`config.mk`:
```
export PLATFORM = sky130hd
export DESIGN_NAME = flash_wear_level_slot_log
export DESIGN_NICKNAME = d
export VERILOG_FILES = /design/src/rtl/core/fwl_pkg.sv /design/src/rtl/core/fwl_div.sv /design/src/rtl/core/fwl_addr.sv /design/src/rtl/core/flash_wear_level_slot_log.sv
export SDC_FILE = /design/constraint.sdc
export NUM_CORES = 2
export LEC_CHECK = 0
export BUFFER_PORTS_ARGS = -buffer_cell sky130_fd_sc_hd__buf_2
export CORE_ASPECT_RATIO = 0.5
export CORE_MARGIN = 1
export CORE_UTILIZATION = 45
export CTS_CLUSTER_SIZE = 8
export DETAILED_ROUTE_END_ITERATION = 6
export GPL_ROUTABILITY_DRIVEN = 0
export MAX_ROUTING_LAYER = met4
export PLACE_DENSITY = 0.69
export SYNTH_ARGS = -nofsm -noshare
export SYNTH_HDL_FRONTEND = slang
export SYNTH_SLANG_ARGS = --single-unit
```
`constraint.sdc`:
```
create_clock -name clk_i -period 13.45 [get_ports clk_i]
set_input_delay 2.0175 -clock clk_i [delete_from_list [all_inputs] [get_ports clk_i]]
set_output_delay 2.0175 -clock clk_i [all_outputs]
set_load 0.02 [all_outputs]
```
`src/rtl/core/fwl_pkg.sv`:
```
package fwl_pkg;

  // Input actions.
  typedef enum logic [2:0] {
    ACT_BEGIN_SCAN  = 3'd0,
    ACT_SCAN_SLOT   = 3'd1,
    ACT_FINISH_SCAN = 3'd2,
    ACT_PLAN_SAVE   = 3'd3,
    ACT_COMMIT_SAVE = 3'd4,
    ACT_ERASE_ALL   = 3'd5,
    ACT_LOCATE      = 3'd6
  } action_e;

  // Result status codes.
  typedef enum logic [1:0] {
    STS_OK     = 2'd0,
    STS_ERR    = 2'd1,
    STS_NOINIT = 2'd2
  } status_e;

  // Configuration register indexes.
  localparam logic [1:0] CFG_FLASH_BASE   = 2'd0;
  localparam logic [1:0] CFG_SECTOR_SIZE  = 2'd1;
  localparam logic [1:0] CFG_RECORD_BYTES = 2'd2;
  localparam logic [1:0] CFG_SECTORS_USED = 2'd3;

  // Slot sizes are rounded up to a multiple of sixteen bytes.
  localparam logic [4:0] SLOT_ROUND = 5'd15;

  // Divider widths: sector size over slot size.
  localparam int unsigned DVD_W = 24;
  localparam int unsigned DVS_W = 16;

  // Main sequencer states.
  typedef enum logic [3:0] {
    S_IDLE,
    S_EXEC,
    S_DIV_WAIT,
    S_WRAP_WAIT,
    S_AW_GO,
    S_AW_WAIT,
    S_AA_GO,
    S_AA_WAIT,
    S_OUT
  } fwl_state_e;

  // Address unit phases.
  typedef enum logic [1:0] {
    AP_IDLE,
    AP_SEC,
    AP_SLOT,
    AP_SUM
  } addr_phase_e;

  // Position whose flash address is wanted.
  typedef struct packed {
    logic        start;
    logic [7:0]  sec;
    logic [15:0] slot;
  } addr_req_t;

  // Answer of the address unit, valid while done is high.
  typedef struct packed {
    logic        done;
    logic [31:0] sec_addr;
    logic [31:0] pos_addr;
  } addr_rsp_t;

endpackage

```
`src/rtl/core/fwl_div.sv`:
```
module fwl_div (
  input  logic                        clk_i,
  input  logic                        rst_ni,
  input  logic                        start_i,
  input  logic [fwl_pkg::DVD_W-1:0]   dividend_i,
  input  logic [fwl_pkg::DVS_W-1:0]   divisor_i,
  output logic                        done_o,
  output logic [fwl_pkg::DVD_W-1:0]   quot_o,
  output logic [fwl_pkg::DVS_W-1:0]   rem_o
);
  import fwl_pkg::*;

  localparam int unsigned CNT_W = $clog2(DVD_W + 1);

  logic             busy_q;
  logic             done_q;
  logic [CNT_W-1:0] cnt_q;
  logic [DVD_W-1:0] dvd_q;
  logic [DVS_W-1:0] dvs_q;
  logic [DVS_W-1:0] rem_q;
  logic [DVS_W:0]   trial;
  logic             fits;

  // One quotient bit per cycle: shift in the next dividend bit and try the divisor.
  assign trial = {rem_q, dvd_q[DVD_W-1]};
  assign fits  = trial >= {1'b0, dvs_q};

  // Control: count the remaining quotient bits.
  always_ff @(posedge clk_i or negedge rst_ni) begin
    if (!rst_ni) begin
      busy_q <= 1'b0;
      done_q <= 1'b0;
      cnt_q  <= '0;
    end else begin
      done_q <= 1'b0;
      if (start_i) begin
        busy_q <= 1'b1;
        cnt_q  <= CNT_W'(DVD_W);
      end else if (busy_q) begin
        cnt_q <= cnt_q - CNT_W'(1);
        if (cnt_q == CNT_W'(1)) begin
          busy_q <= 1'b0;
          done_q <= 1'b1;
        end
      end
    end
  end

  // Datapath: the dividend register fills with quotient bits as it empties.
  always_ff @(posedge clk_i) begin
    if (start_i) begin
      dvd_q <= dividend_i;
      dvs_q <= divisor_i;
      rem_q <= '0;
    end else if (busy_q) begin
      dvd_q <= {dvd_q[DVD_W-2:0], fits};
      rem_q <= fits ? DVS_W'(trial - {1'b0, dvs_q}) : trial[DVS_W-1:0];
    end
  end

  assign done_o = done_q;
  assign quot_o = dvd_q;
  assign rem_o  = rem_q;

endmodule

```
`src/rtl/core/fwl_addr.sv`:
```
module fwl_addr (
  input  logic               clk_i,
  input  logic               rst_ni,
  input  logic [31:0]        flash_base_i,
  input  logic [23:0]        sector_size_i,
  input  logic [15:0]        slot_bytes_i,
  input  fwl_pkg::addr_req_t req_i,
  output fwl_pkg::addr_rsp_t rsp_o
);
  import fwl_pkg::*;

  addr_phase_e phase_q, phase_d;
  logic [7:0]  sec_q;
  logic [15:0] slot_q;
  logic [23:0] mul_a;
  logic [15:0] mul_b;
  logic [39:0] prod_full;
  logic [31:0] prod_q;
  logic [31:0] acc_q;

  // Phase register.
  always_ff @(posedge clk_i or negedge rst_ni) begin
    if (!rst_ni) begin
      phase_q <= AP_IDLE;
    end else begin
      phase_q <= phase_d;
    end
  end

  // Phase sequence and operand selection for the shared multiplier.
  always_comb begin
    phase_d = phase_q;
    mul_a   = sector_size_i;
    mul_b   = {8'd0, sec_q};
    unique case (phase_q)
      AP_IDLE: begin
        if (req_i.start) phase_d = AP_SEC;
      end
      AP_SEC: begin
        phase_d = AP_SLOT;
      end
      AP_SLOT: begin
        mul_a   = {8'd0, slot_bytes_i};
        mul_b   = slot_q;
        phase_d = AP_SUM;
      end
      AP_SUM: begin
        phase_d = AP_IDLE;
      end
      default: phase_d = AP_IDLE;
    endcase
  end

  assign prod_full = mul_a * mul_b;

  // Product register, then accumulate onto the base address.
  always_ff @(posedge clk_i) begin
    if (phase_q == AP_IDLE && req_i.start) begin
      sec_q  <= req_i.sec;
      slot_q <= req_i.slot;
    end
    prod_q <= prod_full[31:0];
    if (phase_q == AP_SLOT) begin
      acc_q <= flash_base_i + prod_q;
    end
  end

  assign rsp_o.done     = (phase_q == AP_SUM);
  assign rsp_o.sec_addr = acc_q;
  assign rsp_o.pos_addr = acc_q + prod_q;

endmodule

```
`src/rtl/core/flash_wear_level_slot_log.sv`:
```
// Channel | Direction | Handshake               | Payload
// input   | in        | in_valid_i / in_stall_o   | action, sector/slot index, header, flash_ok
// result  | out       | out_valid_o / out_stall_i | status, erase, addresses, write_seq
// config  | in        | cfg_we_i                  | cfg_idx_i, cfg_wdata_i
//
// One item is worked on at a time; in_stall_o is high from acceptance until its result is
// registered. A save plan makes two passes of the shared multiply-add address unit, locate and
// erase-all one; a save that moves to the next sector and begin_scan (unless the slot is too
// large) also wait for the bit-serial divider. Reset is asynchronous, active low. A stalled
// result holds while the next item is taken.
module flash_wear_level_slot_log #(
  parameter int unsigned HEADER_BYTES = 8
) (
  input  logic        clk_i,
  input  logic        rst_ni,
  input  logic        cfg_we_i,
  input  logic [1:0]  cfg_idx_i,
  input  logic [31:0] cfg_wdata_i,
  input  logic        in_valid_i,
  output logic        in_stall_o,
  input  logic [2:0]  action_i,
  input  logic [7:0]  sector_index_i,
  input  logic [15:0] slot_index_i,
  input  logic        header_valid_i,
  input  logic [15:0] header_seq_i,
  input  logic        flash_ok_i,
  output logic        out_valid_o,
  input  logic        out_stall_i,
  output logic [1:0]  status_o,
  output logic        erase_needed_o,
  output logic [31:0] erase_addr_o,
  output logic [31:0] write_addr_o,
  output logic [15:0] write_seq_o,
  output logic [31:0] active_addr_o
);
  import fwl_pkg::*;

  localparam int unsigned SZ_W = $clog2(HEADER_BYTES + 65535 + 16) + 1;

  fwl_state_e state_q, state_d;

  // Configuration registers.
  logic [31:0] flash_base_q;
  logic [23:0] sector_size_q;
  logic [15:0] record_bytes_q;
  logic [7:0]  sectors_used_q;

  // Allocator state.
  logic [7:0]  act_sec_q;
  logic [15:0] act_slot_q;
  logic [15:0] next_seq_q;
  logic        init_q;
  logic [15:0] best_seq_q;
  logic        found_q;
  logic [15:0] slot_bytes_q;
  logic [15:0] sps_q;

  // Latched item.
  action_e     act_q;
  logic [7:0]  sec_in_q;
  logic [15:0] slot_in_q;
  logic        hv_q;
  logic [15:0] hseq_q;
  logic        fok_q;

  // Planned write position.
  logic [7:0]  plan_sec_q;
  logic [15:0] plan_slot_q;
  logic        plan_erase_q;

  // Result being assembled, and the output register.
  status_e     res_status_q;
  logic        res_erase_q;
  logic [31:0] res_eaddr_q;
  logic [31:0] res_waddr_q;
  logic [15:0] res_wseq_q;
  logic [31:0] res_aaddr_q;
  logic        out_valid_q;
  status_e     out_status_q;
  logic        out_erase_q;
  logic [31:0] out_eaddr_q;
  logic [31:0] out_waddr_q;
  logic [15:0] out_wseq_q;
  logic [31:0] out_aaddr_q;

  // Shared units.
  logic             div_start;
  logic [DVD_W-1:0] div_dividend;
  logic [DVS_W-1:0] div_divisor;
  logic             div_done;
  logic [DVD_W-1:0] div_quot;
  logic [DVS_W-1:0] div_rem;
  addr_req_t        addr_req;
  addr_rsp_t        addr_rsp;

  // Decode helpers.
  logic [SZ_W-1:0] sz;
  logic            sz_ok;
  logic            scan_bad;
  logic [15:0]     seq_diff;
  logic            newer;
  logic            seq_fresh;
  logic            wrap_needed;
  logic [7:0]      ring;
  logic [8:0]      sec_inc;
  logic [15:0]     sps_sat;
  logic            out_free;

  assign sz = (SZ_W'(HEADER_BYTES) + SZ_W'(record_bytes_q) + SZ_W'(SLOT_ROUND))
              & ~SZ_W'(SLOT_ROUND);
  assign sz_ok = (sz[SZ_W-1:16] == '0) && (sz != '0);

  assign scan_bad = (sps_q == 16'd0) || init_q || (sec_in_q >= sectors_used_q) ||
                    (slot_in_q >= sps_q);
  assign seq_diff = hseq_q - best_seq_q;
  assign newer    = (seq_diff != 16'd0) && !seq_diff[15];

  assign seq_fresh   = next_seq_q <= 16'd1;
  assign wrap_needed = !seq_fresh && (({1'b0, act_slot_q} + 17'd1) >= {1'b0, sps_q});
  assign ring        = (sectors_used_q == 8'd0) ? 8'd1 : sectors_used_q;
  assign sec_inc     = {1'b0, act_sec_q} + 9'd1;
  assign sps_sat     = (div_quot[DVD_W-1:16] != '0) ? 16'hFFFF : div_quot[15:0];
  assign out_free    = !out_valid_q || !out_stall_i;

  // Divider operands: slot geometry for begin_scan, ring step for a sector change.
  always_comb begin
    if (act_q == ACT_BEGIN_SCAN) begin
      div_dividend = sector_size_q;
      div_divisor  = sz[15:0];
    end else begin
      div_dividend = DVD_W'(sec_inc);
      div_divisor  = DVS_W'(ring);
    end
  end

  fwl_div u_div (
    .clk_i      (clk_i),
    .rst_ni     (rst_ni),
    .start_i    (div_start),
    .dividend_i (div_dividend),
    .divisor_i  (div_divisor),
    .done_o     (div_done),
    .quot_o     (div_quot),
    .rem_o      (div_rem)
  );

  // Address requests: the planned slot first, then the active slot.
  always_comb begin
    addr_req.start = (state_q == S_AW_GO) || (state_q == S_AA_GO);
    if (state_q == S_AW_GO) begin
      addr_req.sec  = plan_sec_q;
      addr_req.slot = plan_slot_q;
    end else begin
      addr_req.sec  = act_sec_q;
      addr_req.slot = act_slot_q;
    end
  end

  fwl_addr u_addr (
    .clk_i         (clk_i),
    .rst_ni        (rst_ni),
    .flash_base_i  (flash_base_q),
    .sector_size_i (sector_size_q),
    .slot_bytes_i  (slot_bytes_q),
    .req_i         (addr_req),
    .rsp_o         (addr_rsp)
  );

  // State register.
  always_ff @(posedge clk_i or negedge rst_ni) begin
    if (!rst_ni) begin
      state_q <= S_IDLE;
    end else begin
      state_q <= state_d;
    end
  end

  // Sequencer: next state and divider start.
  always_comb begin
    state_d   = state_q;
    div_start = 1'b0;
    unique case (state_q)
      S_IDLE: begin
        if (in_valid_i) state_d = S_EXEC;
      end
      S_EXEC: begin
        unique case (act_q)
          ACT_BEGIN_SCAN: begin
            if (sz_ok) begin
              div_start = 1'b1;
              state_d   = S_DIV_WAIT;
            end else begin
              state_d = S_OUT;
            end
          end
          ACT_SCAN_SLOT: begin
            state_d = S_OUT;
          end
          ACT_FINISH_SCAN: begin
            state_d = (sps_q == 16'd0) ? S_OUT : S_AA_GO;
          end
          ACT_PLAN_SAVE, ACT_COMMIT_SAVE: begin
            if (!init_q) begin
              state_d = S_OUT;
            end else if (wrap_needed) begin
              div_start = 1'b1;
              state_d   = S_WRAP_WAIT;
            end else begin
              state_d = S_AW_GO;
            end
          end
          ACT_ERASE_ALL, ACT_LOCATE: begin
            state_d = init_q ? S_AA_GO : S_OUT;
          end
          default: state_d = S_OUT;
        endcase
      end
      S_DIV_WAIT: begin
        if (div_done) state_d = S_OUT;
      end
      S_WRAP_WAIT: begin
        if (div_done) state_d = S_AW_GO;
      end
      S_AW_GO: begin
        state_d = S_AW_WAIT;
      end
      S_AW_WAIT: begin
        if (addr_rsp.done) state_d = S_AA_GO;
      end
      S_AA_GO: begin
        state_d = S_AA_WAIT;
      end
      S_AA_WAIT: begin
        if (addr_rsp.done) state_d = S_OUT;
      end
      S_OUT: begin
        if (out_free) state_d = S_IDLE;
      end
      default: state_d = S_IDLE;
    endcase
  end

  // Configuration writes.
  always_ff @(posedge clk_i or negedge rst_ni) begin
    if (!rst_ni) begin
      flash_base_q   <= 32'd0;
      sector_size_q  <= 24'd4096;
      record_bytes_q <= 16'd64;
      sectors_used_q <= 8'd2;
    end else if (cfg_we_i) begin
      unique case (cfg_idx_i)
        CFG_FLASH_BASE:   flash_base_q   <= cfg_wdata_i;
        CFG_SECTOR_SIZE:  sector_size_q  <= cfg_wdata_i[23:0];
        CFG_RECORD_BYTES: record_bytes_q <= cfg_wdata_i[15:0];
        CFG_SECTORS_USED: sectors_used_q <= cfg_wdata_i[7:0];
        default: ;
      endcase
    end
  end

  // Allocator state updates.
  always_ff @(posedge clk_i or negedge rst_ni) begin
    if (!rst_ni) begin
      act_sec_q    <= 8'd0;
      act_slot_q   <= 16'd0;
      next_seq_q   <= 16'd1;
      init_q       <= 1'b0;
      best_seq_q   <= 16'd0;
      found_q      <= 1'b0;
      slot_bytes_q <= 16'd0;
      sps_q        <= 16'd0;
    end else begin
      if (state_q == S_EXEC) begin
        unique case (act_q)
          ACT_BEGIN_SCAN: begin
            init_q       <= 1'b0;
            found_q      <= 1'b0;
            best_seq_q   <= 16'd0;
            act_sec_q    <= 8'd0;
            act_slot_q   <= 16'd0;
            next_seq_q   <= 16'd1;
            sps_q        <= 16'd0;
            slot_bytes_q <= sz_ok ? sz[15:0] : 16'd0;
          end
          ACT_SCAN_SLOT: begin
            if (!scan_bad && hv_q && (!found_q || newer)) begin
              best_seq_q <= hseq_q;
              act_sec_q  <= sec_in_q;
              act_slot_q <= slot_in_q;
              found_q    <= 1'b1;
            end
          end
          ACT_FINISH_SCAN: begin
            if (sps_q != 16'd0) begin
              init_q <= 1'b1;
              if (found_q) begin
                next_seq_q <= best_seq_q + 16'd1;
              end else begin
                act_sec_q  <= 8'd0;
                act_slot_q <= 16'd0;
                next_seq_q <= 16'd1;
              end
            end
          end
          ACT_ERASE_ALL: begin
            if (init_q) begin
              act_sec_q  <= 8'd0;
              act_slot_q <= 16'd0;
              next_seq_q <= 16'd1;
            end
          end
          default: ;
        endcase
      end
      // Slots per sector once the division completes.
      if (state_q == S_DIV_WAIT && div_done) begin
        sps_q <= sps_sat;
      end
      // A successful commit moves the active slot to the planned one.
      if (state_q == S_AW_WAIT && addr_rsp.done && act_q == ACT_COMMIT_SAVE && fok_q) begin
        act_sec_q  <= plan_sec_q;
        act_slot_q <= plan_slot_q;
        next_seq_q <= next_seq_q + 16'd1;
      end
    end
  end

  // Item latch, save plan and result assembly.
  always_ff @(posedge clk_i) begin
    if (state_q == S_IDLE && in_valid_i) begin
      act_q        <= action_e'(action_i);
      sec_in_q     <= sector_index_i;
      slot_in_q    <= slot_index_i;
      hv_q         <= header_valid_i;
      hseq_q       <= header_seq_i;
      fok_q        <= flash_ok_i;
      res_status_q <= STS_OK;
      res_erase_q  <= 1'b0;
      res_eaddr_q  <= 32'd0;
      res_waddr_q  <= 32'd0;
      res_wseq_q   <= 16'd0;
      res_aaddr_q  <= 32'd0;
    end
    if (state_q == S_EXEC) begin
      unique case (act_q)
        ACT_BEGIN_SCAN: begin
          if (!sz_ok) res_status_q <= STS_ERR;
        end
        ACT_SCAN_SLOT: begin
          if (scan_bad) res_status_q <= STS_ERR;
        end
        ACT_FINISH_SCAN: begin
          if (sps_q == 16'd0 || !found_q) res_status_q <= STS_ERR;
        end
        ACT_PLAN_SAVE, ACT_COMMIT_SAVE: begin
          if (!init_q) begin
            res_status_q <= STS_NOINIT;
          end else if (seq_fresh) begin
            plan_sec_q   <= act_sec_q;
            plan_slot_q  <= act_slot_q;
            plan_erase_q <= 1'b1;
          end else if (wrap_needed) begin
            plan_slot_q  <= 16'd0;
            plan_erase_q <= 1'b1;
          end else begin
            plan_sec_q   <= act_sec_q;
            plan_slot_q  <= act_slot_q + 16'd1;
            plan_erase_q <= 1'b0;
          end
        end
        ACT_ERASE_ALL, ACT_LOCATE: begin
          if (!init_q) res_status_q <= STS_NOINIT;
        end
        default: res_status_q <= STS_ERR;
      endcase
    end
    // Geometry check once the slot count is known.
    if (state_q == S_DIV_WAIT && div_done && sps_sat == 16'd0) begin
      res_status_q <= STS_ERR;
    end
    // Next sector in the ring.
    if (state_q == S_WRAP_WAIT && div_done) begin
      plan_sec_q <= div_rem[7:0];
    end
    // Write plan addresses.
    if (state_q == S_AW_WAIT && addr_rsp.done) begin
      res_erase_q <= plan_erase_q;
      res_eaddr_q <= plan_erase_q ? addr_rsp.sec_addr : 32'd0;
      res_waddr_q <= addr_rsp.pos_addr;
      res_wseq_q  <= next_seq_q;
      if (act_q == ACT_COMMIT_SAVE && !fok_q) res_status_q <= STS_ERR;
    end
    // Active slot address.
    if (state_q == S_AA_WAIT && addr_rsp.done) begin
      res_aaddr_q <= addr_rsp.pos_addr;
    end
    // Output register payload.
    if (state_q == S_OUT && out_free) begin
      out_status_q <= res_status_q;
      out_erase_q  <= res_erase_q;
      out_eaddr_q  <= res_eaddr_q;
      out_waddr_q  <= res_waddr_q;
      out_wseq_q   <= res_wseq_q;
      out_aaddr_q  <= res_aaddr_q;
    end
  end

  // Output valid.
  always_ff @(posedge clk_i or negedge rst_ni) begin
    if (!rst_ni) begin
      out_valid_q <= 1'b0;
    end else if (state_q == S_OUT && out_free) begin
      out_valid_q <= 1'b1;
    end else if (!out_stall_i) begin
      out_valid_q <= 1'b0;
    end
  end

  assign in_stall_o     = (state_q != S_IDLE);
  assign out_valid_o    = out_valid_q;
  assign status_o       = out_status_q;
  assign erase_needed_o = out_erase_q;
  assign erase_addr_o   = out_eaddr_q;
  assign write_addr_o   = out_waddr_q;
  assign write_seq_o    = out_wseq_q;
  assign active_addr_o  = out_aaddr_q;

endmodule
```
# --- Word-level counts from Yosys, hierarchy flattened ---
# Cells that the tools add are included.
classes:
  n_mux: 97
  addsub: 12
  eq_ne: 36
  n_mul: 1
  n_reduce_logical: 73
  order_cmp: 5
op_table:
  columns: ["op", "count"]
  rows:
  - ["$mux W16", 23]
  - ["$mux W32", 5]
  - ["$mux W24", 5]
  - ["$mux W8", 14]
  - ["$add A32 B32 Y32", 2]
  - ["$pmux W16 S4", 1]
  - ["$add A16 B1 Y16 const B", 3]
  - ["$pmux W16 S3", 1]
  - ["$mux W4", 10]
  - ["$pmux W4 S9", 1]
  - ["$ge A17 B16 Y1", 2]
  - ["$logic_not A16 Y1", 2]
  - ["$mul A24 B16 Y32", 1]
  - ["$pmux W16 S2", 1]
  - ["$pmux W8 S4", 1]
  - ["$reduce_bool A16 Y1", 2]
  - ["$sub A16 B16 Y16", 2]
  - ["$reduce_bool A2 Y1", 11]
  - ["$mux W2", 10]
  - ["$add A17 B4 Y18 const B", 1]
  - ["$reduce_bool A18 Y1", 1]
  - ["$add A16 B1 Y17 const B", 1]
  - ["$add A4 B16 Y17 const A", 1]
  - ["$eq A4 B3 Y1 const B", 4]
  - ["40 further kinds", 119]
totals:
  output_inout_bits: 117
  wordCells: 273
  regBits: 628
  input_bits: 84

# --- Logic depth before layout (Yosys ltp) ---
logic_depth:
  depth_word: 11
  mapped_depth: 29
  mapped_depth_nobuf: 26

# --- Modules after synthesis ---
# A second synthesis with hierarchy kept.
unflattened:
  cells_unflattened: 3752
  hier_area_um2: 41096.9
modules_own_cells:
  columns: ["module", "seq_area_each_um2", "area_each_um2", "n_inst", "cells_each"]
  rows:
  - ["flash_wear_level_slot_log", 13272.7, 21104.0, 1, 1635]
  - ["fwl_addr", 2372.3, 16553.4, 1, 1817]
  - ["fwl_div", 1696.6, 3439.5, 1, 300]

# --- Least setup slack after synthesis ---
# OpenSTA, ideal clock, no wires.
synth_timing:
  kind: "input-to-reg"
  from: "input port out_stall_i"
  to: "register out_aaddr_q[0] (netlist: active_addr_o[0]) (enable)"
  path_buffers: 0
  t_arrival_ns: 7.580
  slack_ns: 5.243
  setup_ns: 0.627
  stages: 1
  path_cell_list: "a21oi_1"
synth_between:
  elab_chain_cells: 3
synth_lines:
  columns: ["item", "line", "text"]
  rows:
  - ["from (decl)", "flash_wear_level_slot_log.sv:28", "input logic out_stall_i,"]
  - ["$logic_not A1 Y1", null, null]
  - ["$logic_or A1 B1 Y1", "flash_wear_level_slot_log.sv:123", "assign out_free = !out_valid_q || !out_stall_i;"]
  - ["$logic_and A1 B1 Y1", "flash_wear_level_slot_log.sv:398", "if (state_q == S_OUT && out_free) begin"]
  - ["to (signal assigned)", "flash_wear_level_slot_log.sv:404", "out_aaddr_q <= res_aaddr_q;"]
  - ["to (decl)", "flash_wear_level_slot_log.sv:84", "logic [31:0] out_aaddr_q;"]
# Every way passes these cells.
# A chain may end at the register's enable or synchronous reset.

# --- Worst setup path in the final report ---
layout_timing:
  from: "register u_addr.phase_q[0]"
  to: "register u_addr.prod_q[31]"
layout_between:
  elab_chain_cells: 3
  word_cells_on_any_way: 4
  cone_classes: "1 x mul; 1 x eq/ne; 2 x mux"
layout_lines:
  columns: ["item", "line", "text"]
  rows:
  - ["from (decl)", "fwl_addr.sv:12", "addr_phase_e phase_q, phase_d;"]
  - ["from (signal assigned)", "fwl_addr.sv:26", "phase_q <= phase_d;"]
  - ["$eq A2 B2 Y1 *", "fwl_addr.sv:35", "unique case (phase_q)"]
  - ["$mux W24 or $mux W16 (tied branches)", "fwl_addr.sv:35", null]
  - ["$mul A24 B16 Y32 *", "fwl_addr.sv:54", "assign prod_full = mul_a * mul_b;"]
  - ["named net u_addr.prod_full[31]", "fwl_addr.sv:17", "logic [39:0] prod_full;"]
  - ["to (signal assigned)", "fwl_addr.sv:62", "prod_q <= prod_full[31:0];"]
  - ["to (decl)", "fwl_addr.sv:18", "logic [31:0] prod_q;"]
# The timed path passes the listed nets; every way through them passes the cells marked *.

==> impl_metrics.env <==
export IMPL_ys_types=94
export IMPL_layout_nets=4499
export IMPL_rsz0062_at_grt="no"
export IMPL_dp_hpwl_microns=81070
export IMPL_max_stage_delay_ns=1.01
export IMPL_grt_max_degree=104
export IMPL_io_pins=201
export IMPL_cts_tree="done"
export IMPL_hold_class="reg2reg"
export IMPL_ctsResizeCount=0
export IMPL_path_delay_family="adder cells"
export IMPL_yosys_top_cells_area="edfxtp_1 (29%), fa_1 (14%), dfrtp_1 (11%)"
export IMPL_setup_viol=0
export IMPL_multiInputGateArea_sq_um=20990
export IMPL_max_cap_violations=0
export IMPL_initial_core_util=0.4560
export IMPL_ys_seq_area_frac=0.4286
export IMPL_yosysTopAreaCell="edfxtp_1"
export IMPL_crit_arrival_ns=8.95
export IMPL_maxSlewHeadroom=0.2057
export IMPL_antenna_found_initial=11
export IMPL_holdWs_ns=0.4097
export IMPL_r2r_cells=23
export IMPL_final_common_cell="inv_1"
export IMPL_crit_path_end_kind="flip-flop"
export IMPL_crit_path_start_kind="flip-flop"
export IMPL_min_path_cells=0
export IMPL_clockBufferDepth=3
export IMPL_rrSetupSlack_ns=5.02
export IMPL_n_fill_cell=7744
export IMPL_die_width_microns=426.1
export IMPL_final_hold_viol_count=0
export IMPL_routed_via_density=5.638
export IMPL_io_buffers=200
export IMPL_drv_slew=0
export IMPL_drcViolationCount=0
export IMPL_fmax_ghz=0.1187
export IMPL_ant_nets=0
export IMPL_rows=77
export IMPL_r2r_end="u_addr.prod_q[31]"
export IMPL_drt_first_pass_iters=6
export IMPL_syn_cell_area_sq_um=40460
export IMPL_die_h_microns=214.0
export IMPL_ys_ff_latch=624
export IMPL_area_growth_pct=11.76
export IMPL_post_route_min_period_ns=8.426
export IMPL_clock_skew_ns=0.03981
export IMPL_fin_crit_sh=0.6265
export IMPL_worst_path_buf_inv=4
export IMPL_dieArea_sq_um=91190
export IMPL_overflow=0
export IMPL_layout_drive_gt1_share=0.1242
export IMPL_synth_edf_count=394
export IMPL_drt_iter0_drc=3263
export IMPL_status="completed"
export IMPL_wirelength_microns=107700
export IMPL_yosysWarnings=0
export IMPL_cp_cell_sequence="inv_1 -> ha_2 -> buf_4 -> mux2i_1 -> nor2_1 -> fa_1 -> fa_1 -> ha_1 -> inv_1 -> fa_1 -> inv_1 -> fa_1 -> fa_1 -> ha_1 -> or3_1 -> o21bai_1 -> a41o_1 -> a41o_1 -> a311oi_1 -> o21a_1 -> o2111ai_1 -> a21oi_1 -> xnor2_1"
export IMPL_grt_pass1_vias=29080
export IMPL_clock_sinks=624
export IMPL_hold_end="erase_addr_o[17]"
export IMPL_worstMarginPinSlew_ns=1.192
export IMPL_reg2reg_from="u_addr.phase_q[0]"
export IMPL_cts_hold_buf=0
export IMPL_grt_use_total=0.2444
export IMPL_clk_pin_slew_worst_paths_ns=0.06
export IMPL_tns_ns=0
export IMPL_crit_path_max_fanout=73
export IMPL_post_cts_setup_buffers=0
export IMPL_ctsHtreeMaxLevel=3
export IMPL_vias=29100
export IMPL_seqCellArea_sq_um=17340
export IMPL_core_sq_um=88730
export IMPL_syn_nets=4321
export IMPL_grt_pass1_wl_microns=167400
export IMPL_avgSynthCellArea_sq_um=10.85
export IMPL_cp_common_cell="fa_1"
export IMPL_final_cell_mix="inv_1 (415), edfxtp_1 (394), nand2_1 (361)"
export IMPL_synth_top_area_share=0.2924
export IMPL_critical_path_class="reg2reg"
export IMPL_min_from="res_eaddr_q[17]"
export IMPL_root_buffer="clkbuf_16"
export IMPL_ys_flop_type="edfxtp_1"
export IMPL_clock_latency_ns=0.67
export IMPL_numCtsBuffers=87
export IMPL_synthArstFlopShare=0.2885
export IMPL_critical_path_required_ns=13.97
export IMPL_cpMaxStageDelayCell="mux2i_1"
export IMPL_synthCells=3730
export IMPL_wl_per_cell_microns=20.87
-- metrics by stage --
step | util | instances | setup slack, ns | cell area [sq um]
final | 0.5096 | 5161 | 5.024 | 45220
after global routing | 0.5096 | 5160 | 4.685 | 45210
after CTS | 0.5094 | 5156 | 5.159 | 45200
after detailed placement | 0.4807 | 5004 | 5.158 | 42650
after global placement | 0.4807 | 5004 | 5.366 | 42650
after floorplan | - | 3730 | 5.243 | 40460
-- synth_stat cells (25+ instances only) --
cell	number
a21o_1	48
a21oi_1	157
a22o_1	41
and2_1	31
and3_1	97
clkbuf_1	120
dfrtp_1	176
dfxtp_1	50
edfxtp_1	394
fa_1	284
ha_1	223
inv_1	416
mux2_2	128
mux2i_1	41
nand2_1	362
nand2b_1	38
nand3_1	69
nor2_1	318
nor2b_1	30
nor3_1	40
nor4_1	25
o21ai_0	83
o21ai_1	67
xnor2_1	104
xor2_1	55
-- metal layers --
layer / up-vias / global-route usage / routed length (microns)
met2: 1278 / 0.3557 / 47020
met3: 235 / 0.05099 / 9260
met1: 14400 / 0.3400 / 47980
met5: - / - / 0
li1: 13180 / - / -
met4: 0 / 0.08172 / 3473
-- state kept, by name, indices dropped and copies added, names as in the netlist, 32 cells and up --
signal and flops:
active_addr_o 32, erase_addr_o 32, flash_base_q 32, res_aaddr_q 32
res_eaddr_q 32, res_waddr_q 32, u_addr.acc_q 32, u_addr.prod_q 32
write_addr_o 32
-- final cells by class --
cell class | instances | share of cell area
antenna | 5 | 0.0002767
clock buffer | 149 | 0.05471
clock inverter | 3 | 0.001771
inverter | 419 | 0.03478
multi-input combinational | 2542 | 0.4642
sequential | 624 | 0.3835
tap | 1185 | 0.03279
timing repair buffer | 234 | 0.02798
-- worst max-delay path by stage --
stage                      startpoint           endpoint  slack (ns)  depth (start not counted)
global route        u_addr.phase_q[0]  u_addr.prod_q[30]        4.68                         25
floorplan                 out_stall_i   active_addr_o[0]        5.24                          1
detailed placement  u_addr.phase_q[0]  u_addr.prod_q[31]        5.16                         26
CTS                 u_addr.phase_q[0]  u_addr.prod_q[31]        5.16                         26
global placement    u_addr.phase_q[0]  u_addr.prod_q[31]        5.37                         26
finish              u_addr.phase_q[0]  u_addr.prod_q[31]        5.02                         23
-- logic make-up after synthesis --
kind of cell	after synthesis	synth area share
simple gates	1083	0.1243
flops	624	0.4286
compound gates	599	0.09615
buf+inv	564	0.05424
fa+ha+maj	507	0.2095
mux	194	0.05282
xor+xnor	159	0.03442
Power is not shown: default switching activity piles up to over one toggle a cycle in this logic, so the estimate is an artifact.
